<file path="config.mk">
export PLATFORM = sky130hd
export DESIGN_NAME = median_filter_warmup_average
export DESIGN_NICKNAME = d
export VERILOG_FILES = /design/src/hw/rtl/mfwa_pkg.sv /design/src/hw/rtl/median_filter_warmup_average.sv
export SDC_FILE = /design/constraint.sdc
export NUM_CORES = 1
export LEC_CHECK = 0
export BUFFER_PORTS_ARGS = -buffer_cell sky130_fd_sc_hd__clkbuf_2
export CORE_ASPECT_RATIO = 0.8
export CORE_MARGIN = 2
export CORE_UTILIZATION = 56
export CTS_CLUSTER_DIAMETER = 30
export DETAILED_ROUTE_END_ITERATION = 12
export GPL_TIMING_DRIVEN = 0
export PLACE_DENSITY_LB_ADDON = 0.2
export SLEW_MARGIN = 15
export SYNTH_ARGS = -nofsm -noshare
export SYNTH_HDL_FRONTEND = slang
export SYNTH_SLANG_ARGS = --single-unit
export TNS_END_PERCENT = 50
</file>
<file path="constraint.sdc">
create_clock -name clk -period 5.5 [get_ports clk]
set_clock_uncertainty 0.2 [all_clocks]
set_input_delay 0.275 -clock clk [delete_from_list [all_inputs] [get_ports clk]]
set_output_delay 0.275 -clock clk [all_outputs]
set_load 0.05 [all_outputs]
</file>
<file path="src/hw/rtl/mfwa_pkg.sv">
`timescale 1ns / 1ps

package mfwa_pkg;

  localparam int WINDOW_DEFAULT = 5;
  localparam int SAMPLE_W = 16;

  typedef enum logic [2:0] {
    S_IDLE,
    S_SUM,
    S_DIV,
    S_CAND,
    S_CLOAD,
    S_SCAN,
    S_OUT
  } state_t;

endpackage

</file>
<file path="src/hw/rtl/median_filter_warmup_average.sv">
`timescale 1ns / 1ps

// Channel   Handshake                    Payload
// -------   --------------------------   ----------------------------------
// sample    sample_valid, sample_stall   sample[15:0]
// result    result_valid, result_stall   filtered[15:0], window_full
//
// A sample is written into the window memory in the cycle it is accepted.
// Warm-up mean: memory reads of the samples written so far, then the bit-serial
// divider, then a load of the result register.
// Median: each candidate is loaded and then compared with every sample on the single
// read port, up to WINDOW candidates per sample.
// Reset clears the write position, the full flag and the result valid flag, and
// stalls the input; the window memory is not cleared. A waiting result does not
// block the next sample.

module median_filter_warmup_average
  import mfwa_pkg::*;
#(
  parameter int WINDOW = WINDOW_DEFAULT
) (
  input  logic                clk,
  input  logic                rst,
  input  logic                sample_valid,
  output logic                sample_stall,
  input  logic [SAMPLE_W-1:0] sample,
  output logic                result_valid,
  input  logic                result_stall,
  output logic [SAMPLE_W-1:0] filtered,
  output logic                window_full
);

  localparam int IW = (WINDOW > 1) ? $clog2(WINDOW) : 1;
  localparam int CW = $clog2(WINDOW + 1);
  localparam int SW = SAMPLE_W + CW;
  localparam int BW = $clog2(SW + 1);
  localparam logic [IW-1:0] LAST = IW'(WINDOW - 1);
  localparam logic [CW:0] KC = (CW + 1)'(WINDOW / 2);
  localparam logic [BW-1:0] DIV_LAST = BW'(SW - 1);

  logic [SAMPLE_W-1:0] mem [WINDOW];
  logic [SAMPLE_W-1:0] rdata;
  logic [IW-1:0]       raddr;

  state_t state, state_next;

  logic [IW-1:0]       wpos;
  logic                filled;
  logic [CW-1:0]       cnt;
  logic [IW-1:0]       addr;
  logic                issuing;
  logic                pend;
  logic                pend_last;
  logic [SW-1:0]       acc;
  logic [CW-1:0]       rem;
  logic [BW-1:0]       bcnt;
  logic [IW-1:0]       cand_idx;
  logic [SAMPLE_W-1:0] cand;
  logic [CW-1:0]       lt;
  logic [CW-1:0]       eq;
  logic [SAMPLE_W-1:0] res;

  logic                accept;
  logic                out_free;
  logic [IW-1:0]       scan_last;
  logic [CW-1:0]       lt_new;
  logic [CW-1:0]       eq_new;
  logic [CW:0]         rank_hi;
  logic                match;
  logic [CW:0]         trial;
  logic                ge;
  logic [CW:0]         diff;
  logic [SW-1:0]       quo_next;

  assign accept   = sample_valid && !sample_stall;
  assign out_free = !result_valid || !result_stall;

  always_comb begin
    scan_last = (state == S_SUM) ? IW'(cnt - CW'(1)) : LAST;
    lt_new    = lt + CW'(rdata < cand);
    eq_new    = eq + CW'(rdata == cand);
    rank_hi   = {1'b0, lt_new} + {1'b0, eq_new};
    match     = ({1'b0, lt_new} <= KC) && (rank_hi > KC);
    trial     = {rem, acc[SW-1]};
    ge        = trial >= {1'b0, cnt};
    diff      = trial - {1'b0, cnt};
    quo_next  = {acc[SW-2:0], ge};
  end

  always_ff @(posedge clk) begin
    if (accept) begin
      mem[wpos] <= sample;
    end
    rdata <= mem[raddr];
  end

  always_ff @(posedge clk) begin
    if (rst) begin
      state <= S_IDLE;
    end else begin
      state <= state_next;
    end
  end

  always_comb begin
    state_next   = state;
    sample_stall = rst || (state != S_IDLE);
    raddr        = addr;
    unique case (state)
      S_IDLE: begin
        if (accept) begin
          state_next = (filled || (wpos == LAST)) ? S_CAND : S_SUM;
        end
      end
      S_SUM: begin
        if (pend && pend_last) begin
          state_next = S_DIV;
        end
      end
      S_DIV: begin
        if (bcnt == DIV_LAST) begin
          state_next = S_OUT;
        end
      end
      S_CAND: begin
        raddr      = cand_idx;
        state_next = S_CLOAD;
      end
      S_CLOAD: begin
        state_next = S_SCAN;
      end
      S_SCAN: begin
        if (pend && pend_last) begin
          state_next = match ? S_OUT : S_CAND;
        end
      end
      S_OUT: begin
        if (out_free) begin
          state_next = S_IDLE;
        end
      end
      default: begin
        state_next = S_IDLE;
      end
    endcase
  end

  always_ff @(posedge clk) begin
    if (rst) begin
      wpos         <= '0;
      filled       <= 1'b0;
      result_valid <= 1'b0;
      issuing      <= 1'b0;
      pend         <= 1'b0;
    end else begin
      if (result_valid && !result_stall && (state != S_OUT)) begin
        result_valid <= 1'b0;
      end
      case (state)
        S_IDLE: begin
          if (accept) begin
            wpos     <= (wpos == LAST) ? '0 : wpos + IW'(1);
            filled   <= filled || (wpos == LAST);
            cnt      <= CW'(wpos) + CW'(1);
            acc      <= '0;
            addr     <= '0;
            issuing  <= 1'b1;
            pend     <= 1'b0;
            cand_idx <= '0;
          end
        end
        S_SUM: begin
          if (pend) begin
            acc <= acc + SW'(rdata);
          end
          if (pend && pend_last) begin
            bcnt <= '0;
            rem  <= '0;
          end
        end
        S_DIV: begin
          acc  <= quo_next;
          rem  <= ge ? diff[CW-1:0] : trial[CW-1:0];
          bcnt <= bcnt + BW'(1);
          if (bcnt == DIV_LAST) begin
            res <= quo_next[SAMPLE_W-1:0];
          end
        end
        S_CAND: begin
          addr    <= '0;
          issuing <= 1'b1;
          pend    <= 1'b0;
          lt      <= '0;
          eq      <= '0;
        end
        S_CLOAD: begin
          cand <= rdata;
        end
        S_SCAN: begin
          if (pend) begin
            lt <= lt_new;
            eq <= eq_new;
          end
          if (pend && pend_last) begin
            if (match) begin
              res <= cand;
            end else begin
              cand_idx <= cand_idx + IW'(1);
            end
          end
        end
        S_OUT: begin
          if (out_free) begin
            filtered     <= res;
            window_full  <= filled;
            result_valid <= 1'b1;
          end
        end
        default: begin
        end
      endcase
      if ((state == S_SUM) || (state == S_CLOAD) || (state == S_SCAN)) begin
        if (issuing) begin
          pend      <= 1'b1;
          pend_last <= (addr == scan_last);
          if (addr == scan_last) begin
            issuing <= 1'b0;
          end else begin
            addr <= addr + IW'(1);
          end
        end else begin
          pend <= 1'b0;
        end
      end
    end
  end

  a_wpos_range: assert property (@(posedge clk) disable iff (rst) wpos <= LAST)
    else $error("write position beyond the window");

  a_result_from_out: assert property (@(posedge clk) disable iff (rst)
    $rose(result_valid) |-> $past(state == S_OUT))
    else $error("result loaded outside the output state");

  a_mean_count: assert property (@(posedge clk) disable iff (rst)
    (state == S_SUM || state == S_DIV) |-> (cnt != '0 && !filled))
    else $error("mean taken with an empty count or a full window");

  a_div_rem: assert property (@(posedge clk) disable iff (rst)
    (state == S_DIV) |-> (rem < cnt))
    else $error("divider remainder not below the count");

  a_scan_counts: assert property (@(posedge clk) disable iff (rst)
    (state == S_SCAN) |-> (({1'b0, lt} + {1'b0, eq}) <= (CW + 1)'(WINDOW)))
    else $error("rank counts exceed the window size");

endmodule

</file>
After elaboration in Yosys (flattened, before gate mapping)
Memory sizes are Yosys's and may differ from the RTL's. A register that Yosys moved wholly into a read port is not among the register bits.
Cells that the tools add are included.
- bits in registers: 102
- bits in writable memories: 80
- input bits: 20
- output and inout port bits: 19
- word-level logic and storage cells: 139
- memories: 1
- add/sub/neg operators: 10
- $lt $le $gt $ge: 4
- equality and inequality tests: 21
- mux-type cells: 50
- bitwise gates (word level): 1
- reductions and logical operators: 33
- memory list (memory ; words ; bits a word ; rd ports ; clocked after Yosys merged registers in ; wr ports ; line ; source):
    mem ; 5 ; 16 ; 1 ; 1 ; 1 ; median_filter_warmup_average.sv:41 ; logic [SAMPLE_W-1:0] mem [WINDOW];
- operator list (cell ; number):
    3-bit two-way mux ; 20
    19-bit one-hot mux with 3 select lines ; 1
    16-bit two-way mux ; 3
    19-bit two-way mux ; 2
    16-bit one-hot mux with 2 select lines ; 1
    3-bit one-hot mux with 2 select lines ; 5
    3-bit one-hot mux with 7 select lines ; 1
    19-bit by 16-bit adder with 19-bit output ; 1
    2-bit inequality test, second input constant ; 9
    16-bit equality test ; 1
    16-bit < comparator ; 1
    3-bit AND reduction ; 5
    5-bit AND reduction ; 3
    3-bit equality test, second input constant ; 4
    1-bit two-way mux ; 12
    5-bit one-hot mux with 2 select lines ; 1
    3-bit by 1-bit adder with 3-bit output, second input constant ; 3
    3-bit nonzero test ; 3
    2-bit nonzero test ; 4
    3-bit by 1-bit adder with 3-bit output ; 2
    3-bit by 2-bit equality test with 1-bit output, second input constant ; 2
    3-bit inequality test, second input constant ; 2
    2-bit AND reduction ; 3
    5-bit by 1-bit adder with 5-bit output, second input constant ; 1
    18 further kinds ; 29

Logic depth before layout (Yosys ltp)
Gate-level depths: netlist of the first run.
- depth in word-level cells: 9
- mapped depth: 18
- mapped depth without buffers: 18

Least setup slack after synthesis of the first run
Ideal clock, no wire load.
- path kind: flip-flop to flip-flop
- start: reg cand[9]
- end: reg res[0], enable pin
- library setup time: 0.414 ns
- arrival time: 4.548 ns
- required time: 4.886 ns
- setup slack: 0.338 ns
- stages on the path, launching flop included: 16
- path buffers: 0
- period minus slack after synthesis: 5.162 ns
- path through: edfxtp_1 -> inv_1 -> ha_1 -> a21o_1 -> a21o_1 -> a21o_1 -> a21oi_1 -> nor2_1 -> a2111oi_0 -> ha_1 -> ha_1 -> fa_1 -> a21oi_1 -> a221oi_1 -> a22oi_1 -> a211oi_1
- word-level cells in the longest chain between the ends: 7
- elaborated cells between the ends (all ways): 10
- those cells by class: add/sub (3); order compare (3); eq/ne (2); reduce/logical (2)
- ends and longest elaborated chain (what ; line ; source):
    from (decl) ; median_filter_warmup_average.sv:58 ; logic [SAMPLE_W-1:0] cand;
    from (signal assigned) ; median_filter_warmup_average.sv:197 ; cand <= rdata;
    16-bit < comparator * ; median_filter_warmup_average.sv:80 ; lt_new = lt + CW'(rdata < cand);
    3-bit by 1-bit adder with 3-bit output * ; median_filter_warmup_average.sv:80 ;
    via lt_new[1] ; median_filter_warmup_average.sv:66 ; logic [CW-1:0] lt_new;
    3-bit by 3-bit adder with 4-bit output ; median_filter_warmup_average.sv:82 ; rank_hi = {1'b0, lt_new} + {1'b0, eq_new};
    4-bit by 2-bit > comparator with 1-bit output ; median_filter_warmup_average.sv:83 ; match = ({1'b0, lt_new} <= KC) && (rank_hi > KC);
    1-bit logical AND * ; median_filter_warmup_average.sv:83 ;
    2-bit inequality test (no line) * ; n/a ;
    5-bit AND reduction (no line) * ; n/a ;
    to (signal assigned) ; median_filter_warmup_average.sv:186 ; res <= quo_next[SAMPLE_W-1:0];
    to (signal assigned) ; median_filter_warmup_average.sv:206 ; res <= cand;
    to (decl) ; median_filter_warmup_average.sv:61 ; logic [SAMPLE_W-1:0] res;
The timed path passes the listed nets; every way through them passes the cells marked *.
A chain may end at the register's enable or synchronous reset.

Worst setup path after layout of the first run
- start: reg cand[9]
- end: reg res[10], enable pin
The elaborated chain is that of the path after synthesis.

==> run metrics, run 1 <==
Synth Instances 675; share of cells above drive strength 1 18.7%; Critical Path Start cand[9]; CTS Sinks 198; largest family of logic cells by synthesized area compound AO/OA/AOI/OAI gates; worst skew pair latency 0.44 ns; Mapped Nets 747; Max-slew headroom 32.6%; hold path startpoint rst; Simple-Gate Fraction of Synth Area 8.88%; fin. max-slew vios 0; crit-path cells inv_1 -> ha_1 -> a21o_1 -> a21o_1 -> a21o_1 -> a21oi_1 -> nor2_1 -> a2111oi_1 -> ha_1 -> ha_1 -> fa_1 -> a21oi_1 -> a221oi_1 -> a22oi_1 -> a211oi_4 -> buf_8; Inserted Diodes 0; CP max FO 14; H-tree levels 4; Gate power share 12.5%; Post-synth ARST share 0%; CTS Root Cell clkbuf_16; Crit-path slowest cell a2111oi_1; Hold WC Path Type in -> reg; drt wl/cell 19.4 um; CP delay by family, top compound AO/OA/AOI/OAI gates; All-Layer GR Usage 23.3%; vias after detailed routing 5900; Worst Tran Pin Value 0.983 ns; CTS Buffer Depth 2; Synth Area in Compound Gates 10.3%; PD cells 315 nW/um2; total CTS buffers 17; IO Count 39; Die W 147 um; # nets final 841; CTS tree built; pre-CTS WS 0.313 ns; Seq/Total Area, Yosys 62.1%; GP Congestion 0.880; final core utilization 66.2%; XOR/XNOR Fraction of Synth Area 1.91%; Hold Fails Final Rpt 0; P_sw 0.851 mW; initial antenna violation count 0; DIE AREA 17400 um2; minimum clock period 5.13 ns; EDFF count, synth 172; CP bufs+invs 2; largest net degree at the start of global routing 19; initial core utilization 57.5%; Post-CTS Setup Bufs 0; Period Utilization, post-route 93.3%; Detail Placement HPWL 13700 um; Pre-antenna DRT Iters 5; CORE AREA 15900 um2; CP Launch Type register; PortBufs 38; status finished clean; clock-pin slew on the worst setup and hold paths 0.07 ns; DR iter-0 viols 463; number of register bits inferred by synthesis 198; max-cap check violation count 0; Ys Warns 0; share of total power in the clock network 35.5%; Max Clock Freq 0.195 GHz; via density per instance 5.92; reg2reg start cand[9]; Final WS setup 0.371 ns; number of global-route vias before repair 5958; Layout area overhead 15.0%; DRT antenna net count 0; endpoint type of the worst setup path register; unrepaired setup endpoints after global routing no; Mean Syn Cell Area 13.6 um2; grt total ovfl 0; Critical Path RT 5.44 ns; Post-Synthesis Cell Area 9150 um2; sw frac 25.7%; setup violators final 0; Die Ht 118 um; Synth cell types 61; DR DRC count 0; Routed WL 19300 um; VDD IR max 0.201 mV; Total Power 3.31 mW; first-pass GRT wire length 31200 um; critical path type reg -> reg; most common cell after layout, fill and taps aside edfxtp_1; largest stage delay on the critical path 0.60 ns; Reg power frac 52.0%; Critical Path AT 5.07 ns; multiplexer share of the synthesized area 6.81%; most frequent cells in the layout 172 x edfxtp_1, 55 x nand2_1, 49 x ha_1, 39 x o21ai_0, 38 x clkbuf_2; Post-synth top flop edfxtp_1; P_int 2.46 mW; row count 41; Post-Synth Adder-Cell Area 7.36%; leakage power 4.06 nW
==> tightest hold or removal path, stage by stage <==
cell      delay, ns
clkbuf_2       0.09
nor2b_1        0.06
nand2_1        0.06
nand2_1        0.04
nand2_1        0.12
a221oi_1       0.09
==> cell usage after synthesis, types with 2 or more instances <==
cell type | n | area, um2
a2111oi_0 | 6 | 52.6
a211oi_1 | 6 | 45.0
a211oi_2 | 2 | 25.0
a21o_1 | 16 | 120
a21oi_1 | 29 | 145
a221oi_1 | 2 | 17.5
a22o_1 | 4 | 35.0
a31oi_1 | 6 | 37.5
a32o_1 | 7 | 70.1
and2_1 | 6 | 37.5
and3_1 | 12 | 75.1
and4_1 | 2 | 17.5
buf_2 | 4 | 20.0
clkbuf_1 | 15 | 56.3
dfxtp_1 | 26 | 521
edfxtp_1 | 172 | 5160
fa_1 | 3 | 60.1
ha_1 | 49 | 613
inv_1 | 35 | 131
mux2_2 | 16 | 180
mux2i_1 | 6 | 60.1
mux4_2 | 16 | 360
nand2_1 | 55 | 206
nand2b_1 | 5 | 31.3
nand3_1 | 12 | 60.1
nand3b_1 | 4 | 30.0
nand4_1 | 2 | 12.5
nor2_1 | 35 | 131
nor2b_1 | 5 | 31.3
nor3_1 | 7 | 35.0
nor4_1 | 8 | 50.1
o211ai_1 | 4 | 30.0
o21a_1 | 5 | 37.5
o21ai_0 | 39 | 195
o21ai_1 | 2 | 10.0
o21bai_1 | 3 | 22.5
o22ai_1 | 4 | 25.0
or3_1 | 4 | 25.0
xnor2_1 | 9 | 78.8
xor2_1 | 11 | 96.3
==> power groups by stage <==
stage	logic [mW]	clock network, mW	registers [mW]
detailed placement	0.396	0	1.75
global placement	0.373	0	1.75
CTS	0.409	1.19	1.72
global route	0.458	1.26	1.73
finish	0.415	1.18	1.72
floorplan	0.297	0	1.74
==> cells by family after synthesis <==
kind of cell    count (synthesis)
compound gates                144
buf+inv                        58
flops                         198
xor+xnor                       20
mux                            39
simple gates                  164
fa+ha+maj                      52
==> area by class of cell <==
class,instances,area (um2)
flip-flops and latches,198,5690
fillers,1151,5380
multi-input cells,419,3290
repair buffers,75,495
clock buffers,18,439
well taps,215,269
inverters,36,135
clock inverters,14,115
plain buffers,22,98.8
==> per-stage QoR <==
| step | std cells | setup TNS, ns | cell area [um2] | hold WS, ns |
|---|---|---|---|---|
| finish | 997 | 0 | 10500 | 0.156 |
| global route | 997 | 0 | 10500 | 0.203 |
| CTS | 997 | 0 | 10500 | 0.143 |
| detailed placement | 948 | 0 | 9800 | 0.205 |
| global placement | 928 | -41.44 | 9610 | 0.202 |
| floorplan | 675 | 0 | 9150 | 0.174 |
==> routing by layer <==
layer	GRT usage [%]	vias to the layer above	part of all wire (%)
met5	0	-	0
met4	9.86	0	2.7
met3	4.21	36	4.6
met2	37.5	184	47
met1	31.6	2923	46
li1	-	2757	-
==> path summary, 6_finish.rpt <==
path,cells past startpoint,endpoint,slack [ns]
worst max register to register,16,res[10],0.37
worst max-delay path,16,res[10],0.37
worst min register to register,0,filtered[4],0.22
worst min-delay path,6,issuing,0.16
==> flip-flops by register name, indices dropped and copies added, names as in the netlist <==
signal        flops
wpos              3
rdata            16
filled            1
window_full       1
pend              1
issuing           1
pend_last         1
eq                3
cand_idx          3
filtered         16
cand             16
bcnt              5
cnt               3
rem               3
addr              3
acc              19
result_valid      1
res              16
state             3
mem              80
lt                3
==> repair_timing <==
item,in CTS,in global routing
hold buffers,17,0
setup endpoints to repair,0,5
gates resized for setup,0,1
hold endpoints to repair,81,0
Power figures use the tool's default switching activity.
==> inputs of run 2 (changes only) <==
- clock period: 5.5 -> 4.4 ns (I/O delays scaled with it)
==> run metrics, run 2 (synthesis gave the netlist of run 1 again) <==
status finished clean; DR iter-0 viols 639; leakage power 4.10 nW; All-Layer GR Usage 22.9%; worst skew pair latency 0.45 ns; via density per instance 5.89; Critical Path AT 4.27 ns; placed insts 942; Detail Placement HPWL 13400 um; initial core utilization 57.5%; drt wl/cell 19.0 um; Inserted Diodes 0; Crit-path slowest cell fa_2; most frequent cells in the layout 172 x edfxtp_1, 55 x nand2_1, 44 x ha_1, 38 x o21ai_0, 38 x clkbuf_2; DRT antenna net count 0; Worst Hold Endpoint issuing; Largest Register mem; hold path cells 6; CP Launch Type register; GP Congestion 0.928; Max Clock Freq 0.232 GHz; CTS tree built; cell mode on critical path a21o_1; DR DRC count 0; IO Count 39; TNS Setup 0 ns; grt total ovfl 0; crit-path cells inv_2 -> ha_4 -> a21o_1 -> a21o_1 -> a21o_1 -> a21oi_2 -> nor2_1 -> a2111oi_2 -> ha_2 -> ha_4 -> fa_2 -> a21oi_2 -> a221oi_2 -> a22oi_2 -> a211oi_4 -> buf_6; critical path type reg -> reg; unrepaired setup endpoints after global routing yes; VDD IR max 0.299 mV; Sequential Area 5690 um2; DIE AREA 17400 um2; PortBufs 38; Max-slew headroom 42.9%; clock-pin slew on the worst setup and hold paths 0.08 ns; CP max FO 6; fill cell count 1141; max FFs per register 80; reg2reg start cand[9]; H-tree levels 4; Critical Path RT 4.36 ns; multi-input logic area 3400 um2; total CTS buffers 17; Die W 147 um; FF-to-FF path depth 16; Worst Tran Pin Value 0.832 ns; largest stage delay on the critical path 0.53 ns; reg-to-reg slack, setup 0.09 ns; row count 41; design area 10700 um2; fin. max-slew vios 0; pre-CTS WS -0.883 ns; CTS Sinks 198; final core utilization 67.4%; setup violators final 0; initial antenna violation count 1; Hold Fails Final Rpt 0; largest net degree at the start of global routing 20; CORE AREA 15900 um2; first-pass GRT wire length 30500 um; Largest regs mem: 80 flops, acc: 19 flops; number of global-route vias before repair 5915; CTS Root Cell clkbuf_16; most common cell after layout, fill and taps aside edfxtp_1; Crit Reg-Reg Endpoint res[12]; max-cap check violation count 0; PD cells 402 nW/um2; Pre-antenna DRT Iters 5; Layout area overhead 17.2%; endpoint type of the worst setup path register; CTS Buffer Depth 2; Routed WL 19000 um; Critical Path Start cand[9]; Die Ht 118 um; vias after detailed routing 5885; share of cells above drive strength 1 21.3%; final cell count without fillers 999; hold path startpoint rst; placed cell area 9750 um2; Period Utilization, post-route 98.1%; # nets final 843; Final WS setup 0.0854 ns; minimum clock period 4.31 ns; Hold WC Path Type in -> reg
==> run 2: cell count changes in the layout (fill, tap and decap cells not counted), sizes merged <==
cell      before  now
clkinvlp       4    1
buf           27   29
bufinv         0    2
inv           43   45
clkinv         3    2
==> run 2: power breakdown <==
part	internal, mW	switching, mW
clock network	0.881	0.746
registers	2.10	0.0532
logic	0.230	0.301
total	3.21	1.10
==> run 2: stage by stage <==
stage               hold slack, ns  total power, mW
floorplan                    0.119             2.55
global placement             0.201             2.66
detailed placement           0.205             2.69
CTS                          0.116             4.32
global route                 0.158             4.46
finish                       0.123             4.31
==> run 2: critical path: cells and delay by family, from the launching register on <==
kind | cells | cell delay [ns]
and+or+nand+nor | 1 | 0.06
AOI/OAI and AO/OA | 9 | 1.85
buffers and inverters | 2 | 0.28
adders and majority gates | 4 | 1.26
DFF | 1 | 0.38
==> run 2: worst max path at each step <==
stage,to,cells after the start
after floorplan,res[0],15
after global placement,res[6],15
after detailed placement,res[9],15
after CTS,res[0],17
after global routing,res[15],16
final,res[12],16
==> run 2: area by class of cell <==
class | count | area share, %
clock buffers | 18 | 4.10
plain buffers | 22 | 0.922
clock inverters | 14 | 1.66
flip-flops and latches | 198 | 53.1
multi-input cells | 419 | 31.7
well taps | 215 | 2.51
repair buffers | 77 | 4.80
inverters | 36 | 1.26
==> run 2: metal layers <==
layer | vias up | wire length, um | track usage (%)
met1 | 2884 | 8330 | 31.3
met3 | 24 | 1200 | 4.90
met5 | - | 0 | 0
met4 | 0 | 248 | 7.39
li1 | 2761 | - | -
met2 | 216 | 9240 | 37.1
==> run 2: what timing repair did <==
action,4_1_cts,5_1_grt
resized for setup,22,9
hold buffers,17,0
hold endpoints to repair,81,0
buffers inserted,7,2
cloned,1,0
setup endpoints to repair,20,19
pin swaps,2,9
==> inputs of run 3 (changes only) <==
- ABC_AREA: default -> 1
- CORE_ASPECT_RATIO: 0.8 -> 1.75
==> run metrics, run 3 <==
most frequent cells in the layout 256 x nand2_1, 172 x edfxtp_1, 142 x inv_1, 63 x o21ai_0, 55 x nor2_1; number of register bits inferred by synthesis 198; Mapped Nets 1027; pre-CTS WS 0.366 ns; most common cell after layout, fill and taps aside nand2_1; Largest Register mem; first-pass GRT wire length 34300 um; post-synth top area share 54.3%; Inserted Diodes 0; setup violators final 0; final cell count without fillers 1284; drt wl/cell 17.1 um; placed cell area 10100 um2; synth cell count leaders 256 x nand2_1, 172 x edfxtp_1, 142 x inv_1; Post-Synthesis Cell Area 9520 um2; tightest hold margin 0.220 ns; Post-synth top flop edfxtp_1; Final WS setup 0.349 ns; DR iter-0 viols 359; Worst Tran Pin Value 0.901 ns; placed insts 1233; All-Layer GR Usage 25.9%; Pre-antenna DRT Iters 5; row count 63; max FFs per register 80; Largest regs mem: 80 flops, acc: 19 flops; fin. max-slew vios 0; Layout area overhead 14.5%; Max Clock Freq 0.247 GHz; Critical Path AT 4.00 ns; Max-slew headroom 39.9%; Total Power 5.88 mW; largest net degree at the start of global routing 20; CTS tree built; design area 10900 um2; endpoint type of the worst setup path register; Routed WL 22000 um; leakage power 4.73 nW; worst skew pair latency 0.45 ns; DR DRC count 0; final core utilization 64.9%; Synth cell types 42; CTS Root Cell clkbuf_16; Hold WC Path Type reg -> reg; DIE AREA 18100 um2; share of cells above drive strength 1 11.3%; Critical Path RT 4.34 ns; CTS Sinks 198; PostCTS Resize Cnt 0; CP max FO 15; IO Count 39; via density per instance 5.33; minimum clock period 4.05 ns; Post-CTS Setup Bufs 0; Seq/Total Area, Yosys 59.8%; CP Launch Type register; top post-synthesis cells by area edfxtp_1 54%, nand2_1 10%, ha_1 6.4%; Hold Fails Final Rpt 0; clock-pin slew on the worst setup and hold paths 0.08 ns; CTS Buffer Depth 2; Period Utilization, post-route 92.1%; Synth area leader edfxtp_1; max-cap check violation count 0; fill cell count 1347; total CTS buffers 17; count leader, synth nand2_1; # nets final 1116; TNS Setup 0 ns; CORE AREA 16800 um2; initial antenna violation count 0; VDD IR max 0.433 mV; DRT antenna net count 0; unrepaired setup endpoints after global routing no; H-tree levels 4; number of global-route vias before repair 6852; status finished clean; Die W 103 um; Die Ht 176 um; PortBufs 37; Post-synth ARST share 0%; EDFF count, synth 172; GP Congestion 0.960; Ys Warns 0; initial core utilization 56.7%; critical path type reg -> reg; PD cells 539 nW/um2; grt total ovfl 0; Synth Instances 955; Detail Placement HPWL 16400 um; Mean Syn Cell Area 9.96 um2; vias after detailed routing 6844
==> run 3: changes by cell type in the layout (fill, tap and decap cells not counted), sizes merged, moves of 23 or more <==
cell and delta:
nor2 +25, o21ai +36, inv +106, nand3 +23
nand2 +204
==> run 3: worst paths after layout <==
| kind | from | to | slack [ns] | cells past startpoint |
|---|---|---|---|---|
| worst max register to register | cand[3] | res[14] | 0.35 | 16 |
| worst min-delay path | res[5] | filtered[5] | 0.22 | 0 |
| worst max-delay path | cand[3] | res[14] | 0.35 | 16 |
| worst min register to register | res[5] | filtered[5] | 0.22 | 0 |
==> run 3: final cells by class <==
type                            instances  area [um2]  area share, %
Clock buffer                           17         425           3.90
Sequential cell                       198        5690           52.2
Clock inverter                         15         140           1.29
Tap cell                              227         284           2.61
Inverter                              146         549           5.04
Timing Repair Buffer                   70         482           4.42
Buffer                                 23         128           1.17
Multi-Input combinational cell        588        3200           29.4
==> run 3: kinds of logic (layout without fill, tap and decap cells) <==
logic type | count (synthesis) | in the layout | share of synthesized area [%]
and+or+nand+nor | 379 | 379 | 16.5
DFF | 198 | 198 | 59.8
buffers and inverters | 169 | 271 | 7.11
AOI/OAI and AO/OA | 146 | 146 | 8.55
adders and majority gates | 52 | 52 | 7.07
xor gates and xnor gates | 11 | 11 | 1.01
==> run 3: timing repair <==
| action | CTS | global route |
|---|---|---|
| hold buffers | 19 | 0 |
| hold endpoints to repair | 87 | 0 |
| setup endpoints to repair | 0 | 0 |
==> run 3: routing by layer <==
layer  GRT usage [%]  up-vias  wire length, um
met5               0        -                0
met4            16.9        0             1430
met3            4.55       72              657
met2            47.5      170            12100
met1            25.9     3224             7760
li1                -     3378                -
==> run 3: power by group <==
part	total [mW]	switching (mW)	leakage [nW]	internal, mW
Combinational	1.85	1.23	2.67	0.623
Clock	1.49	0.744	0.273	0.747
Sequential	2.54	0.213	1.79	2.33
Total	5.88	2.18	4.73	3.70
==> run 3: worst max-delay path, stage by stage (launching register included) <==
cell,delay [ns]
edfxtp_1,0.40
inv_1,0.08
ha_1,0.23
a21oi_1,0.16
a21boi_0,0.23
o211ai_1,0.11
a21oi_1,0.14
ha_1,0.18
ha_1,0.29
fa_1,0.55
nand2_1,0.05
o21ai_0,0.06
nor2_1,0.06
nand2_1,0.08
nand3_1,0.29
a211oi_4,0.40
buf_8,0.22
